**src/hw/rtl/sds_pkg.sv**
```systemverilog
`timescale 1ns / 1ps
// ----------------------------------------------------------------------------
// sds_pkg
// shared widths, cell operation codes and chain control/status types
// ----------------------------------------------------------------------------
package sds_pkg;

    localparam int POS_W           = 16;
    localparam int SEEK_W          = 18;
    localparam int MAX_REQUESTS_DEF = 32;
    localparam logic [POS_W-1:0] CYL_END_RST = 16'hFFFF;

    typedef logic [1:0] t_cell_op;

    localparam t_cell_op OP_HOLD   = 2'd0;
    localparam t_cell_op OP_INSERT = 2'd1;  // sorted insert, ascending from cell 0
    localparam t_cell_op OP_PUSH   = 2'd2;  // shift away from cell 0, new value at cell 0
    localparam t_cell_op OP_POP    = 2'd3;  // shift toward cell 0, cell 0 leaves

    typedef struct packed {
        t_cell_op         op;
        logic [POS_W-1:0] din;
    } t_chain_ctl;

    typedef struct packed {
        logic [POS_W-1:0] head_val;
        logic             head_vld;
        logic             next_vld;
    } t_chain_sts;

endpackage

```
**src/hw/rtl/scan_disk_scheduler.sv**
```systemverilog
`timescale 1ns / 1ps
// load beat: sorted into the request chain in place
// run beat: each request at or below the head goes onto the stack, then the
//   sequencer turns and gives n + 2 result beats, one per cycle unless stalled
// input stalls from run accept until the last result beat is registered
// reset (synchronous, active low) empties both chains, clears the request
//   count and sets cylinder_end to 65535
// ----------------------------------------------------------------------------
// scan_disk_scheduler
// SCAN elevator scheduler: sorted request chain, reversal stack and sequencer
// ----------------------------------------------------------------------------
module scan_disk_scheduler
    import sds_pkg::*;
#(
    parameter int MAX_REQUESTS = MAX_REQUESTS_DEF
) (
    input  logic              i_clk,
    input  logic              i_rst_n,
    // request channel
    input  logic              i_valid,
    output logic              o_stall,
    input  logic              i_req_type,
    input  logic [POS_W-1:0]  i_cylinder,
    input  logic              i_move_up,
    // result channel
    output logic              o_valid,
    input  logic              i_stall,
    output logic [POS_W-1:0]  o_position,
    output logic [SEEK_W-1:0] o_seek_total,
    output logic              o_last,
    // cylinder_end write channel
    input  logic              i_cfg_valid,
    output logic              o_cfg_ready,
    input  logic [POS_W-1:0]  i_cfg_data
);

    localparam int CNT_W = $clog2(MAX_REQUESTS + 1);

    // sequencer states
    localparam logic [2:0] S_IDLE  = 3'd0;  // taking load and run beats
    localparam logic [2:0] S_XFER  = 3'd1;  // lower side goes onto the stack
    localparam logic [2:0] S_HEAD  = 3'd2;  // start head result
    localparam logic [2:0] S_SIDE1 = 3'd3;  // travel side, then the boundary
    localparam logic [2:0] S_SIDE2 = 3'd4;  // far side after the turn

    logic [2:0]        r_state, n_state;
    logic [CNT_W-1:0]  r_count, n_count;
    logic [POS_W-1:0]  r_cyl_end;
    logic [POS_W-1:0]  r_head, n_head;      // current head position
    logic [SEEK_W-1:0] r_seek, n_seek;
    logic              r_up;

    logic              r_out_vld, n_out_vld;
    logic [POS_W-1:0]  r_out_pos;
    logic [SEEK_W-1:0] r_out_seek;
    logic              r_out_last;

    t_chain_ctl main_ctl, stk_ctl;
    t_chain_sts main_sts, stk_sts;
    t_chain_sts side1_sts, side2_sts;

    logic              in_acc;
    logic              out_free;
    logic              emit_en;
    logic [POS_W-1:0]  emit_pos;
    logic              emit_last;
    logic [POS_W-1:0]  step_len;
    logic [POS_W-1:0]  clamped;
    logic [POS_W-1:0]  bound;
    logic              xfer_go;

    // ------------------------------------------------------------------
    // request chain holds pending requests in ascending order, the stack
    // chain takes the lower side so it comes back out descending
    // ------------------------------------------------------------------
    sds_chain #(.DEPTH(MAX_REQUESTS)) u_main (
        .i_clk   (i_clk),
        .i_rst_n (i_rst_n),
        .i_ctl   (main_ctl),
        .o_sts   (main_sts)
    );

    sds_chain #(.DEPTH(MAX_REQUESTS)) u_stack (
        .i_clk   (i_clk),
        .i_rst_n (i_rst_n),
        .i_ctl   (stk_ctl),
        .o_sts   (stk_sts)
    );

    assign o_stall     = (r_state != S_IDLE);
    assign o_cfg_ready = 1'b1;
    assign in_acc      = i_valid && !o_stall;
    assign out_free    = !r_out_vld || !i_stall;

    // requests beyond the boundary in force at load time are clamped
    assign clamped = (i_cylinder > r_cyl_end) ? r_cyl_end : i_cylinder;

    // moving up: requests above the head first, stack after the turn
    // moving down: stack first, then the requests above the head
    assign side1_sts = r_up ? main_sts : stk_sts;
    assign side2_sts = r_up ? stk_sts : main_sts;
    assign bound     = r_up ? r_cyl_end : '0;

    assign xfer_go = main_sts.head_vld && (main_sts.head_val <= r_head);

    always_comb begin
        n_state      = r_state;
        n_count      = r_count;
        main_ctl.op  = OP_HOLD;
        main_ctl.din = clamped;
        stk_ctl.op   = OP_HOLD;
        stk_ctl.din  = main_sts.head_val;
        emit_en      = 1'b0;
        emit_pos     = r_head;
        emit_last    = 1'b0;

        unique case (r_state)
            S_IDLE: begin
                if (in_acc) begin
                    if (i_req_type) begin
                        n_state = S_XFER;
                    end else if (r_count < CNT_W'(MAX_REQUESTS)) begin
                        // room left: insert; a load beat to a full store is dropped
                        main_ctl.op = OP_INSERT;
                        n_count     = r_count + CNT_W'(1);
                    end
                end
            end
            S_XFER: begin
                if (xfer_go) begin
                    main_ctl.op = OP_POP;
                    stk_ctl.op  = OP_PUSH;
                end else begin
                    n_state = S_HEAD;
                end
            end
            S_HEAD: begin
                if (out_free) begin
                    emit_en  = 1'b1;
                    emit_pos = r_head;
                    n_state  = S_SIDE1;
                end
            end
            S_SIDE1: begin
                if (out_free) begin
                    emit_en = 1'b1;
                    if (side1_sts.head_vld) begin
                        emit_pos = side1_sts.head_val;
                        if (r_up) begin
                            main_ctl.op = OP_POP;
                        end else begin
                            stk_ctl.op = OP_POP;
                        end
                    end else begin
                        // turn at the boundary, last when nothing lies behind
                        emit_pos  = bound;
                        emit_last = !side2_sts.head_vld;
                        n_state   = side2_sts.head_vld ? S_SIDE2 : S_IDLE;
                    end
                end
            end
            S_SIDE2: begin
                if (out_free) begin
                    emit_en   = 1'b1;
                    emit_pos  = side2_sts.head_val;
                    emit_last = !side2_sts.next_vld;
                    if (r_up) begin
                        stk_ctl.op = OP_POP;
                    end else begin
                        main_ctl.op = OP_POP;
                    end
                    if (!side2_sts.next_vld) begin
                        n_state = S_IDLE;
                    end
                end
            end
            default: begin
                n_state = S_IDLE;
            end
        endcase

        // store is empty once the sweep has ended
        if (emit_en && emit_last) begin
            n_count = '0;
        end
    end

    // head movement for the result being issued
    assign step_len = (emit_pos > r_head) ? (emit_pos - r_head) : (r_head - emit_pos);

    always_comb begin
        n_head = r_head;
        n_seek = r_seek;
        if (in_acc && i_req_type) begin
            n_head = i_cylinder;
            n_seek = '0;
        end else if (emit_en) begin
            n_head = emit_pos;
            n_seek = r_seek + SEEK_W'(step_len);
        end
    end

    always_comb begin
        n_out_vld = r_out_vld;
        if (emit_en) begin
            n_out_vld = 1'b1;
        end else if (!i_stall) begin
            n_out_vld = 1'b0;
        end
    end

    // control state
    always_ff @(posedge i_clk) begin
        if (!i_rst_n) begin
            r_state   <= S_IDLE;
            r_count   <= '0;
            r_cyl_end <= CYL_END_RST;
            r_out_vld <= 1'b0;
        end else begin
            r_state   <= n_state;
            r_count   <= n_count;
            r_out_vld <= n_out_vld;
            if (i_cfg_valid && o_cfg_ready) begin
                r_cyl_end <= i_cfg_data;
            end
        end
    end

    // datapath, no reset needed
    always_ff @(posedge i_clk) begin
        r_head <= n_head;
        r_seek <= n_seek;
        if (in_acc && i_req_type) begin
            r_up <= i_move_up;
        end
        if (emit_en) begin
            r_out_pos  <= emit_pos;
            r_out_seek <= n_seek;
            r_out_last <= emit_last;
        end
    end

    assign o_valid      = r_out_vld;
    assign o_position   = r_out_pos;
    assign o_seek_total = r_out_seek;
    assign o_last       = r_out_last;

`ifndef SYNTHESIS
    // no request may be left on the stack once a sweep is over
    a_stack_empty_idle: assert property (@(posedge i_clk) disable iff (!i_rst_n)
        (r_state == S_IDLE) |-> !stk_sts.head_vld)
        else $error("stack chain not empty while idle");

    // request count and chain occupancy agree between runs
    a_count_matches_chain: assert property (@(posedge i_clk) disable iff (!i_rst_n)
        (r_state == S_IDLE) |-> (main_sts.head_vld == (r_count != '0)))
        else $error("request count disagrees with chain contents");

    a_count_bound: assert property (@(posedge i_clk) disable iff (!i_rst_n)
        r_count <= CNT_W'(MAX_REQUESTS))
        else $error("request count above capacity");

    // a last beat always returns the sequencer to idle
    a_last_ends_run: assert property (@(posedge i_clk) disable iff (!i_rst_n)
        (emit_en && emit_last) |=> (r_state == S_IDLE))
        else $error("sequencer busy after last beat");
`endif

endmodule

```
**src/hw/rtl/sds_cell.sv**
```systemverilog
`timescale 1ns / 1ps
// ----------------------------------------------------------------------------
// sds_cell
// one slot of a request chain: value plus valid, talks to both neighbours
// ----------------------------------------------------------------------------
module sds_cell
    import sds_pkg::*;
(
    input  logic             i_clk,
    input  logic             i_rst_n,
    input  t_chain_ctl       i_ctl,
    input  logic [POS_W-1:0] i_lo_val,
    input  logic             i_lo_vld,
    input  logic             i_lo_lt,
    input  logic [POS_W-1:0] i_up_val,
    input  logic             i_up_vld,
    output logic [POS_W-1:0] o_val,
    output logic             o_vld,
    output logic             o_lt
);

    logic [POS_W-1:0] r_val, n_val;
    logic             r_vld, n_vld;

    // empty slots count as larger than anything
    assign o_lt  = !r_vld || (i_ctl.din < r_val);
    assign o_val = r_val;
    assign o_vld = r_vld;

    always_comb begin
        n_val = r_val;
        n_vld = r_vld;
        unique case (i_ctl.op)
            OP_INSERT: begin
                if (o_lt) begin
                    if (i_lo_lt) begin
                        n_val = i_lo_val;
                        n_vld = i_lo_vld;
                    end else begin
                        n_val = i_ctl.din;
                        n_vld = 1'b1;
                    end
                end
            end
            OP_PUSH: begin
                n_val = i_lo_val;
                n_vld = i_lo_vld;
            end
            OP_POP: begin
                n_val = i_up_val;
                n_vld = i_up_vld;
            end
            default: begin
                n_val = r_val;
                n_vld = r_vld;
            end
        endcase
    end

    always_ff @(posedge i_clk) begin
        if (!i_rst_n) begin
            r_vld <= 1'b0;
        end else begin
            r_vld <= n_vld;
        end
    end

    always_ff @(posedge i_clk) begin
        r_val <= n_val;
    end

endmodule

```
**src/hw/rtl/sds_chain.sv**
```systemverilog
`timescale 1ns / 1ps
// ----------------------------------------------------------------------------
// sds_chain
// row of cells, sorted store or stack depending on the ops applied
// ----------------------------------------------------------------------------
module sds_chain
    import sds_pkg::*;
#(
    parameter int DEPTH = MAX_REQUESTS_DEF
) (
    input  logic       i_clk,
    input  logic       i_rst_n,
    input  t_chain_ctl i_ctl,
    output t_chain_sts o_sts
);

    logic [POS_W-1:0] w_val [DEPTH];
    logic             w_vld [DEPTH];
    logic             w_lt  [DEPTH];

    genvar g;
    generate
        for (g = 0; g < DEPTH; g++) begin : g_cell
            logic [POS_W-1:0] lo_val, up_val;
            logic             lo_vld, lo_lt, up_vld;

            if (g == 0) begin : g_lo_end
                // cell 0 sees the incoming value as its lower neighbour
                assign lo_val = i_ctl.din;
                assign lo_vld = 1'b1;
                assign lo_lt  = 1'b0;
            end else begin : g_lo_nb
                assign lo_val = w_val[g-1];
                assign lo_vld = w_vld[g-1];
                assign lo_lt  = w_lt[g-1];
            end

            if (g == DEPTH - 1) begin : g_up_end
                assign up_val = '0;
                assign up_vld = 1'b0;
            end else begin : g_up_nb
                assign up_val = w_val[g+1];
                assign up_vld = w_vld[g+1];
            end

            sds_cell u_cell (
                .i_clk    (i_clk),
                .i_rst_n  (i_rst_n),
                .i_ctl    (i_ctl),
                .i_lo_val (lo_val),
                .i_lo_vld (lo_vld),
                .i_lo_lt  (lo_lt),
                .i_up_val (up_val),
                .i_up_vld (up_vld),
                .o_val    (w_val[g]),
                .o_vld    (w_vld[g]),
                .o_lt     (w_lt[g])
            );
        end

        if (DEPTH > 1) begin : g_next
            assign o_sts.next_vld = w_vld[1];
        end else begin : g_no_next
            assign o_sts.next_vld = 1'b0;
        end
    endgenerate

    assign o_sts.head_val = w_val[0];
    assign o_sts.head_vld = w_vld[0];

endmodule
```
**config.mk**
```make
export PLATFORM = sky130hd
export DESIGN_NAME = scan_disk_scheduler
export DESIGN_NICKNAME = d
export VERILOG_FILES = /design/src/hw/rtl/sds_pkg.sv /design/src/hw/rtl/scan_disk_scheduler.sv /design/src/hw/rtl/sds_cell.sv /design/src/hw/rtl/sds_chain.sv
export SDC_FILE = /design/constraint.sdc
export NUM_CORES = 2
export LEC_CHECK = 0
export ABC_AREA = 1
export BUFFER_PORTS_ARGS = -buffer_cell sky130_fd_sc_hd__buf_2
export CORE_MARGIN = 2
export CORE_UTILIZATION = 45
export CTS_CLUSTER_SIZE = 12
export DETAILED_ROUTE_END_ITERATION = 10
export PLACE_DENSITY_LB_ADDON = 0.15
export SLEW_MARGIN = 0
export SYNTH_ARGS = -nofsm -noshare
export SYNTH_HDL_FRONTEND = slang
export SYNTH_SLANG_ARGS = --single-unit
```
**constraint.sdc**
```tcl
create_clock -name i_clk -period 7 [get_ports i_clk]
set_input_delay 0 -clock i_clk [delete_from_list [all_inputs] [get_ports i_clk]]
set_output_delay 0 -clock i_clk [all_outputs]
set_load 0.03 [all_outputs]
```
* Word-level counts from Yosys, hierarchy flattened
Cells that the tools add are included.
** Storage, ports and cells
- Register bits after elaboration :: 1184
- Input bits :: 39
- Output and inout port bits :: 38
- Word-level logic and storage cells :: 932
** Operators by class
- Add/subtract/negate cells :: 4
- Magnitude comparators :: 68
- Eq/ne operators :: 83
- Mux-type cells :: 426
- Bitwise logic cells :: 2
- Reduce and logical (&&, ||, !) cells :: 211
** Operators by type and width (number)
- $pmux W16 S3 :: 64
- $mux W16 :: 134
- $lt A16 B16 Y1 :: 64
- $pmux W1 S3 :: 64
- $ne A2 B2 Y1 const B :: 70
- $mux W1 :: 136
- $reduce_and A2 Y1 :: 64
- $mux W18 :: 4
- $logic_not A1 Y1 :: 69
- $logic_or A1 B1 Y1 :: 65
- $gt A16 B16 Y1 :: 2
- $pmux W16 S2 :: 1
- $sub A16 B16 Y16 :: 2
- $mux W3 :: 9
- $mux W2 :: 10
- $add A18 B16 Y18 :: 1
- $le A16 B16 Y1 :: 1
- $pmux W3 S5 :: 1
- $reduce_bool A3 Y1 :: 3
- $eq A2 B2 Y1 const B :: 4
- $pmux W2 S4 :: 1
- $reduce_and A8 Y1 :: 1
- $add A6 B1 Y6 const B :: 1
- $eq A3 B2 Y1 const B :: 2
- other kinds (14) :: 21

* Logic depth before layout (Yosys ltp)
- Depth after elaboration :: 9
- Gate-level depth with buffers :: 42
- Gate-level depth less buffers :: 39

* Hierarchy
Synthesis repeated with hierarchy kept, for this count alone.
** Unflattened totals
- Cell total of the unflattened synthesis :: 13073
- Area total of the unflattened synthesis :: 104378.9 um^2
** By module, submodules not included
- sds_cell (u_main.g_cell[0].u_cell ...) :: instances 53, cells each 186, area an instance 1502.7 um^2, seq. area each 500.5 um^2
- sds_cell (u_stack.g_cell[29].u_cell ...) :: instances 9, cells each 184, area an instance 1498.9 um^2, seq. area each 500.5 um^2
- scan_disk_scheduler :: instances 1, cells each 1181, area an instance 8210.4 um^2, seq. area each 2442.3 um^2
- sds_cell (u_stack.g_cell[5].u_cell ...) :: instances 2, cells each 185, area an instance 1495.2 um^2, seq. area each 500.5 um^2
- sds_chain :: instances 2, cells each 4, area an instance 22.5 um^2, seq. area each 0.0 um^2

* Worst setup path after synthesis
OpenSTA, ideal clock, no wires.
- Path kind :: register to register
- Start point :: reg u_main.g_cell[0].u_cell.r_val[5]
- End point :: reg r_out_seek[14], in the netlist o_seek_total[14], data pin
- Library setup time :: 274 ps
- Arrival time :: 5403 ps
- Data required time :: 6726 ps
- Path slack :: 1323 ps
- Cell stages (with the launch flop) :: 37
- Path buffers :: 2
- Clock period less this slack :: 5677 ps
- Cells stage by stage :: edfxtp_1 > inv_1 > a21oi_1 > o21ai_0 > o21ai_0 > a21boi_0 > o21ai_0 > o21ai_0 > inv_1 > ha_1 > a21oi_1 > o21ai_0 > a21oi_1 > inv_1 > nand2_1 > o2111ai_1 > nand2_1 > buf_2 > buf_2 > mux2i_1 > xor2_1 > inv_1 > ha_1 > a21oi_1 > nand2_1 > a21o_1 > a21oi_1 > nor2_1 > o21ai_0 > nand2_1 > nand3_1 > nand2_1 > nand2_1 > nand2_1 > a21oi_1 > xor2_1 > o21ai_0
** On the way
- Cells in the longest elaborated chain, start to end :: 9
- Elaborated cells between the ends (all ways) :: 13
- Those cells by class :: 3 x add/sub; 1 x order compare; 9 x mux
** RTL lines
- from (decl) :: RTL line sds_cell.sv:22 : logic [POS_W-1:0] r_val, n_val;
- from (signal assigned) :: RTL line sds_cell.sv:69 : r_val <= n_val;
- $mux W18 :: RTL line scan_disk_scheduler.sv:100 : assign side1_sts = r_up ? main_sts : stk_sts;
- $mux W16 :: RTL line scan_disk_scheduler.sv:147 : if (side1_sts.head_vld) begin
- $mux W16 :: RTL line scan_disk_scheduler.sv:145 : if (out_free) begin
- $pmux W16 S2 * :: RTL line scan_disk_scheduler.sv:117 : unique case (r_state)
- named net emit_pos[5] :: RTL line scan_disk_scheduler.sv:65 : logic [POS_W-1:0] emit_pos;
- $sub A16 B16 Y16 or $gt A16 B16 Y1 (tied branches) :: RTL line scan_disk_scheduler.sv:189 : assign step_len = (emit_pos > r_head) ? (emit_pos - r_head) : (r_head - emit_pos);
- $mux W16 * :: RTL line scan_disk_scheduler.sv:189
- $add A18 B16 Y18 * :: RTL line scan_disk_scheduler.sv:199 : n_seek = r_seek + SEEK_W'(step_len);
- $mux W18 * :: RTL line scan_disk_scheduler.sv:197 : end else if (emit_en) begin
- $mux W18 * :: RTL line scan_disk_scheduler.sv:194 : if (in_acc && i_req_type) begin
- named net n_seek[14] :: RTL line scan_disk_scheduler.sv:50 : logic [SEEK_W-1:0] r_seek, n_seek;
- to (signal assigned) :: RTL line scan_disk_scheduler.sv:238 : r_out_seek <= n_seek;
- to (decl) :: RTL line scan_disk_scheduler.sv:55 : logic [SEEK_W-1:0] r_out_seek;
The timed path passes the listed nets; every way through them passes the cells marked *.
A chain may end at the register's enable or synchronous reset.

* Worst setup path after layout
- Start point :: reg r_up
- End point :: reg r_out_seek[17], in the netlist o_seek_total[17], data pin
** On the way
- Cells in the longest elaborated chain, start to end :: 9
- Elaborated cells between the ends (all ways) :: 14
- Those cells by class :: 3 x add/sub; 1 x order compare; 10 x mux
** RTL lines
- from (decl) :: RTL line scan_disk_scheduler.sv:51 : logic r_up;
- from (signal assigned) :: RTL line scan_disk_scheduler.sv:234 : r_up <= i_move_up;
- $mux W16 or $mux W18 (tied branches) :: RTL line scan_disk_scheduler.sv:102, scan_disk_scheduler.sv:100
- $mux W16 :: RTL line scan_disk_scheduler.sv:147
- $mux W16 :: RTL line scan_disk_scheduler.sv:145
- $pmux W16 S2 * :: RTL line scan_disk_scheduler.sv:117
- named net emit_pos[7] :: RTL line scan_disk_scheduler.sv:65
- $sub A16 B16 Y16 or $gt A16 B16 Y1 (tied branches) :: RTL line scan_disk_scheduler.sv:189
- $mux W16 * :: RTL line scan_disk_scheduler.sv:189
- $add A18 B16 Y18 * :: RTL line scan_disk_scheduler.sv:199
- $mux W18 * :: RTL line scan_disk_scheduler.sv:197
- $mux W18 * :: RTL line scan_disk_scheduler.sv:194
- named net n_seek[17] :: RTL line scan_disk_scheduler.sv:50
Marked as above.

==> flow_summary.json <==
{
  "viasPerCell": 5.82,
  "post_cts_resize_count": 0,
  "syn_area_sq_um": 89000,
  "finalSetupTns_ps": 0,
  "rrSetupSlack_ps": 590,
  "final_core_util": 0.492,
  "setup_viol": 0,
  "numPortBuffers": 75,
  "leakagePower_nw": 42.9,
  "drtIter0Drc": 9193,
  "drt-total-wl_microns": 300000,
  "cpMaxStageDelayCell": "edfxtp_1",
  "postRouteAntennaNets": 0,
  "worst_r2r_endpoint": "o_seek_total[17]",
  "maxCapViolCount": 0,
  "multi_input_comb_area_sq_um": 46300,
  "cts.sinks": 1184,
  "async_flop_share": 0,
  "finalCritPeriodShare": 0.916,
  "p_sw_frac": 0.471,
  "fin_crit_ps": 6410,
  "ir_worst_vdd_v": 0.000315,
  "seq_area_frac_synth": 0.387,
  "hold_ws_ps": 95.5,
  "preCtsSetupSlack_ps": 661,
  "cts_tree": "done",
  "grt_pass1_wl_microns": 457000,
  "dieArea_sq_um": 201000,
  "ff_latch_area_sq_um": 34500,
  "clock_skew_ps": 45.0,
  "r2r_cells": 34,
  "synth-seq-cells": 1184,
  "min_from": "i_move_up",
  "power_frac_seq": 0.293,
  "rsz0062_at_grt": "no",
  "layout-drive-gt1-share": 0.0503,
  "htreeDepth": 4,
  "fin_ws_ps": 588,
  "ys_types": 54,
  "overflow": 0,
  "fill_cells": 19000,
  "dr.pass1.iters": 7,
  "r2r-start": "r_up",
  "avgSynthCellArea_sq_um": 7.86,
  "grtUsageTotal": 0.288,
  "clkTransAtPathRegs_ps": 60,
  "rows": 163,
  "slew_viol_final": 0,
  "min_path_cells": 2,
  "area_growth_pct": 8.87,
  "syn-num-nets": 12400,
  "vias": 80900,
  "wire_per_inst_microns": 21.6,
  "synth_flop_cell": "edfxtp_1",
  "first_global_vias": 75600,
  "synth_edf_count": 1076,
  "mostFrequentLayoutCell": "nand2_1",
  "status": "completed",
  "power.density_nw_per_um2": 478,
  "gp_congestion": 0.913,
  "crit_arrival_ps": 6960,
  "power_frac_clock": 0.165,
  "syn_inst": 11300,
  "die_w_microns": 449,
  "crit_type": "reg2reg",
  "io_pins": 77,
  "cts_buffers": 150,
  "cts.path.max_buffers": 3,
  "nNetsFinal": 12200,
  "drt_drc_violations_left": 0,
  "crit_top_cell": "nand2_1",
  "grt_start_max_net_pins": 224,
  "synth_warnings": 0,
  "cp-start-kind": "register",
  "core_sq_um": 197000,
  "start_util": 0.452,
  "hpwl_microns": 207000,
  "clock_latency_ps": 820,
  "cp_max_fo": 9,
  "internal_power_mw": 24.5,
  "comb_power_share": 0.542,
  "hold-path-endpoint": "r_up",
  "mostFrequentLayoutCells": "2,492 x nand2_1, 1,487 x nand3_1, 1,398 x inv_1",
  "antenna_found_initial": 4,
  "slew-limit-headroom": 0.200,
  "min_path_type": "in2reg",
  "hold_viol": 0,
  "cp-end-kind": "register",
  "p_switching_mw": 21.8,
  "cts-root-buf": "clkbuf_16",
  "fp.dieH_microns": 449,
  "tightestPinTransition_ps": 1200,
  "critPathMaxStageDelay_ps": 430,
  "max_clock_freq_mhz": 156,
  "required_ps": 7550
}
-- repair_timing --
item,CTS,global route
endpoints found under the hold margin,61,0
hold buffers,86,0
setup buffers,0,0
endpoints found under the setup margin,0,0
-- synthesized netlist by cell type (4+ instances only) --
master,number,area (sq um)
o21ai_0,1046,5240
inv_1,1414,5310
nand2_1,2493,9360
a31oi_1,34,213
o31ai_1,62,465
o22ai_1,20,125
ha_1,1025,12800
nand2_4,15,169
nand3_4,4,70.1
buf_2,168,841
a211o_1,13,114
nor2_1,125,469
a22o_1,4,35.0
a21boi_0,11,82.6
edfxtp_1,1076,32300
nor3_1,67,335
buf_4,10,75.1
nand3_1,1487,7440
a211oi_1,40,300
a21o_1,35,263
inv_2,8,30.0
mux2i_1,6,60.1
xor2_1,15,131
buf_1,25,93.8
o21bai_1,6,45.0
clkbuf_1,423,1590
o221ai_1,60,526
o21ai_1,179,896
nand4_1,86,538
nand2_2,44,275
o21a_1,49,368
xnor2_1,11,96.3
dfxtp_1,108,2160
buf_6,36,405
a21oi_1,1079,5400
-- sequential cells by signal, indices dropped and copies added, names as in the netlist, 16 cells and up --
register and cells:
u_main.g_cell.u_cell.o_val 512, u_stack.g_cell.u_cell.o_vld 32, r_head 16, o_seek_total 18
o_position 16, r_seek 18, u_stack.g_cell.u_cell.o_val 512, r_cyl_end 16
u_main.g_cell.u_cell.o_vld 32
-- how the worst max path moves through the flow --
stage	start	end	cells after the start	slack, ps
after floorplan	u_main.g_cell[0].u_cell.o_val[5]	o_seek_total[14]	36	1320
after global placement	r_up	o_seek_total[17]	34	510
after detailed placement	r_up	o_seek_total[17]	34	660
after CTS	r_up	o_seek_total[17]	34	660
after global routing	r_up	o_seek_total[17]	34	10
final	r_up	o_seek_total[17]	34	590
-- kinds of logic (layout without fill, tap and decap cells) --
group | count (synthesis) | count (layout) | synth area share
compound gates | 2655 | 2655 | 0.160
mux | 6 | 6 | 0.000675
fa+ha+maj | 1028 | 1028 | 0.145
buf+inv | 2087 | 2026 | 0.0939
xor+xnor | 26 | 26 | 0.00256
other cells | 1 | 3 | 0.0000421
flops | 1184 | 1184 | 0.387
simple gates | 4331 | 4331 | 0.211
-- critical path, delay by kind of cell (launching register included) --
kind                       cells  cell delay, ps
buffers and inverters          8            1150
adders and majority gates      2             690
xor gates and xnor gates       1             150
and+or+nand+nor               11            1620
DFF                            1             430
AOI/OAI and AO/OA             12            2090
-- per-stage QoR --
stage / instance area [sq um] / power [mW] / instances
finish: 96900 / 46.3 / 13900
global route: 96900 / 50.1 / 13900
CTS: 96900 / 46.1 / 13900
detailed placement: 91200 / 38.2 / 13500
global placement: 91200 / 37.6 / 13500
floorplan: 89000 / 30.6 / 11300
-- power by group through the flow --
| stage | logic [mW] | registers, mW | clock network (mW) |
|---|---|---|---|
| 2_1_floorplan | 17.3 | 13.3 | 0 |
| 3_3_place_gp | 24.0 | 13.6 | 0 |
| 3_5_place_dp | 24.6 | 13.6 | 0 |
| 4_1_cts | 24.9 | 13.5 | 7.76 |
| 5_1_grt | 28.3 | 13.8 | 8.01 |
| 6_report | 25.1 | 13.6 | 7.64 |
-- routing by layer --
metal | wire length [microns] | track usage | share of wire
met1 | 135000 | 0.416 | 0.45
met3 | 24500 | 0.0426 | 0.082
met5 | 0 | 0 | 0
met2 | 131000 | 0.441 | 0.43
met4 | 9820 | 0.0961 | 0.033
-- layout make-up --
type                            count  share of cell area
Antenna cell                        2           0.0000517
Clock buffer                      227              0.0455
Clock inverter                     48             0.00355
Inverter                         1425              0.0555
Multi-Input combinational cell   8047               0.478
Sequential cell                  1184               0.356
Tap cell                         2640              0.0341
Timing Repair Buffer              326              0.0271
Power figures use the tool's default switching activity.
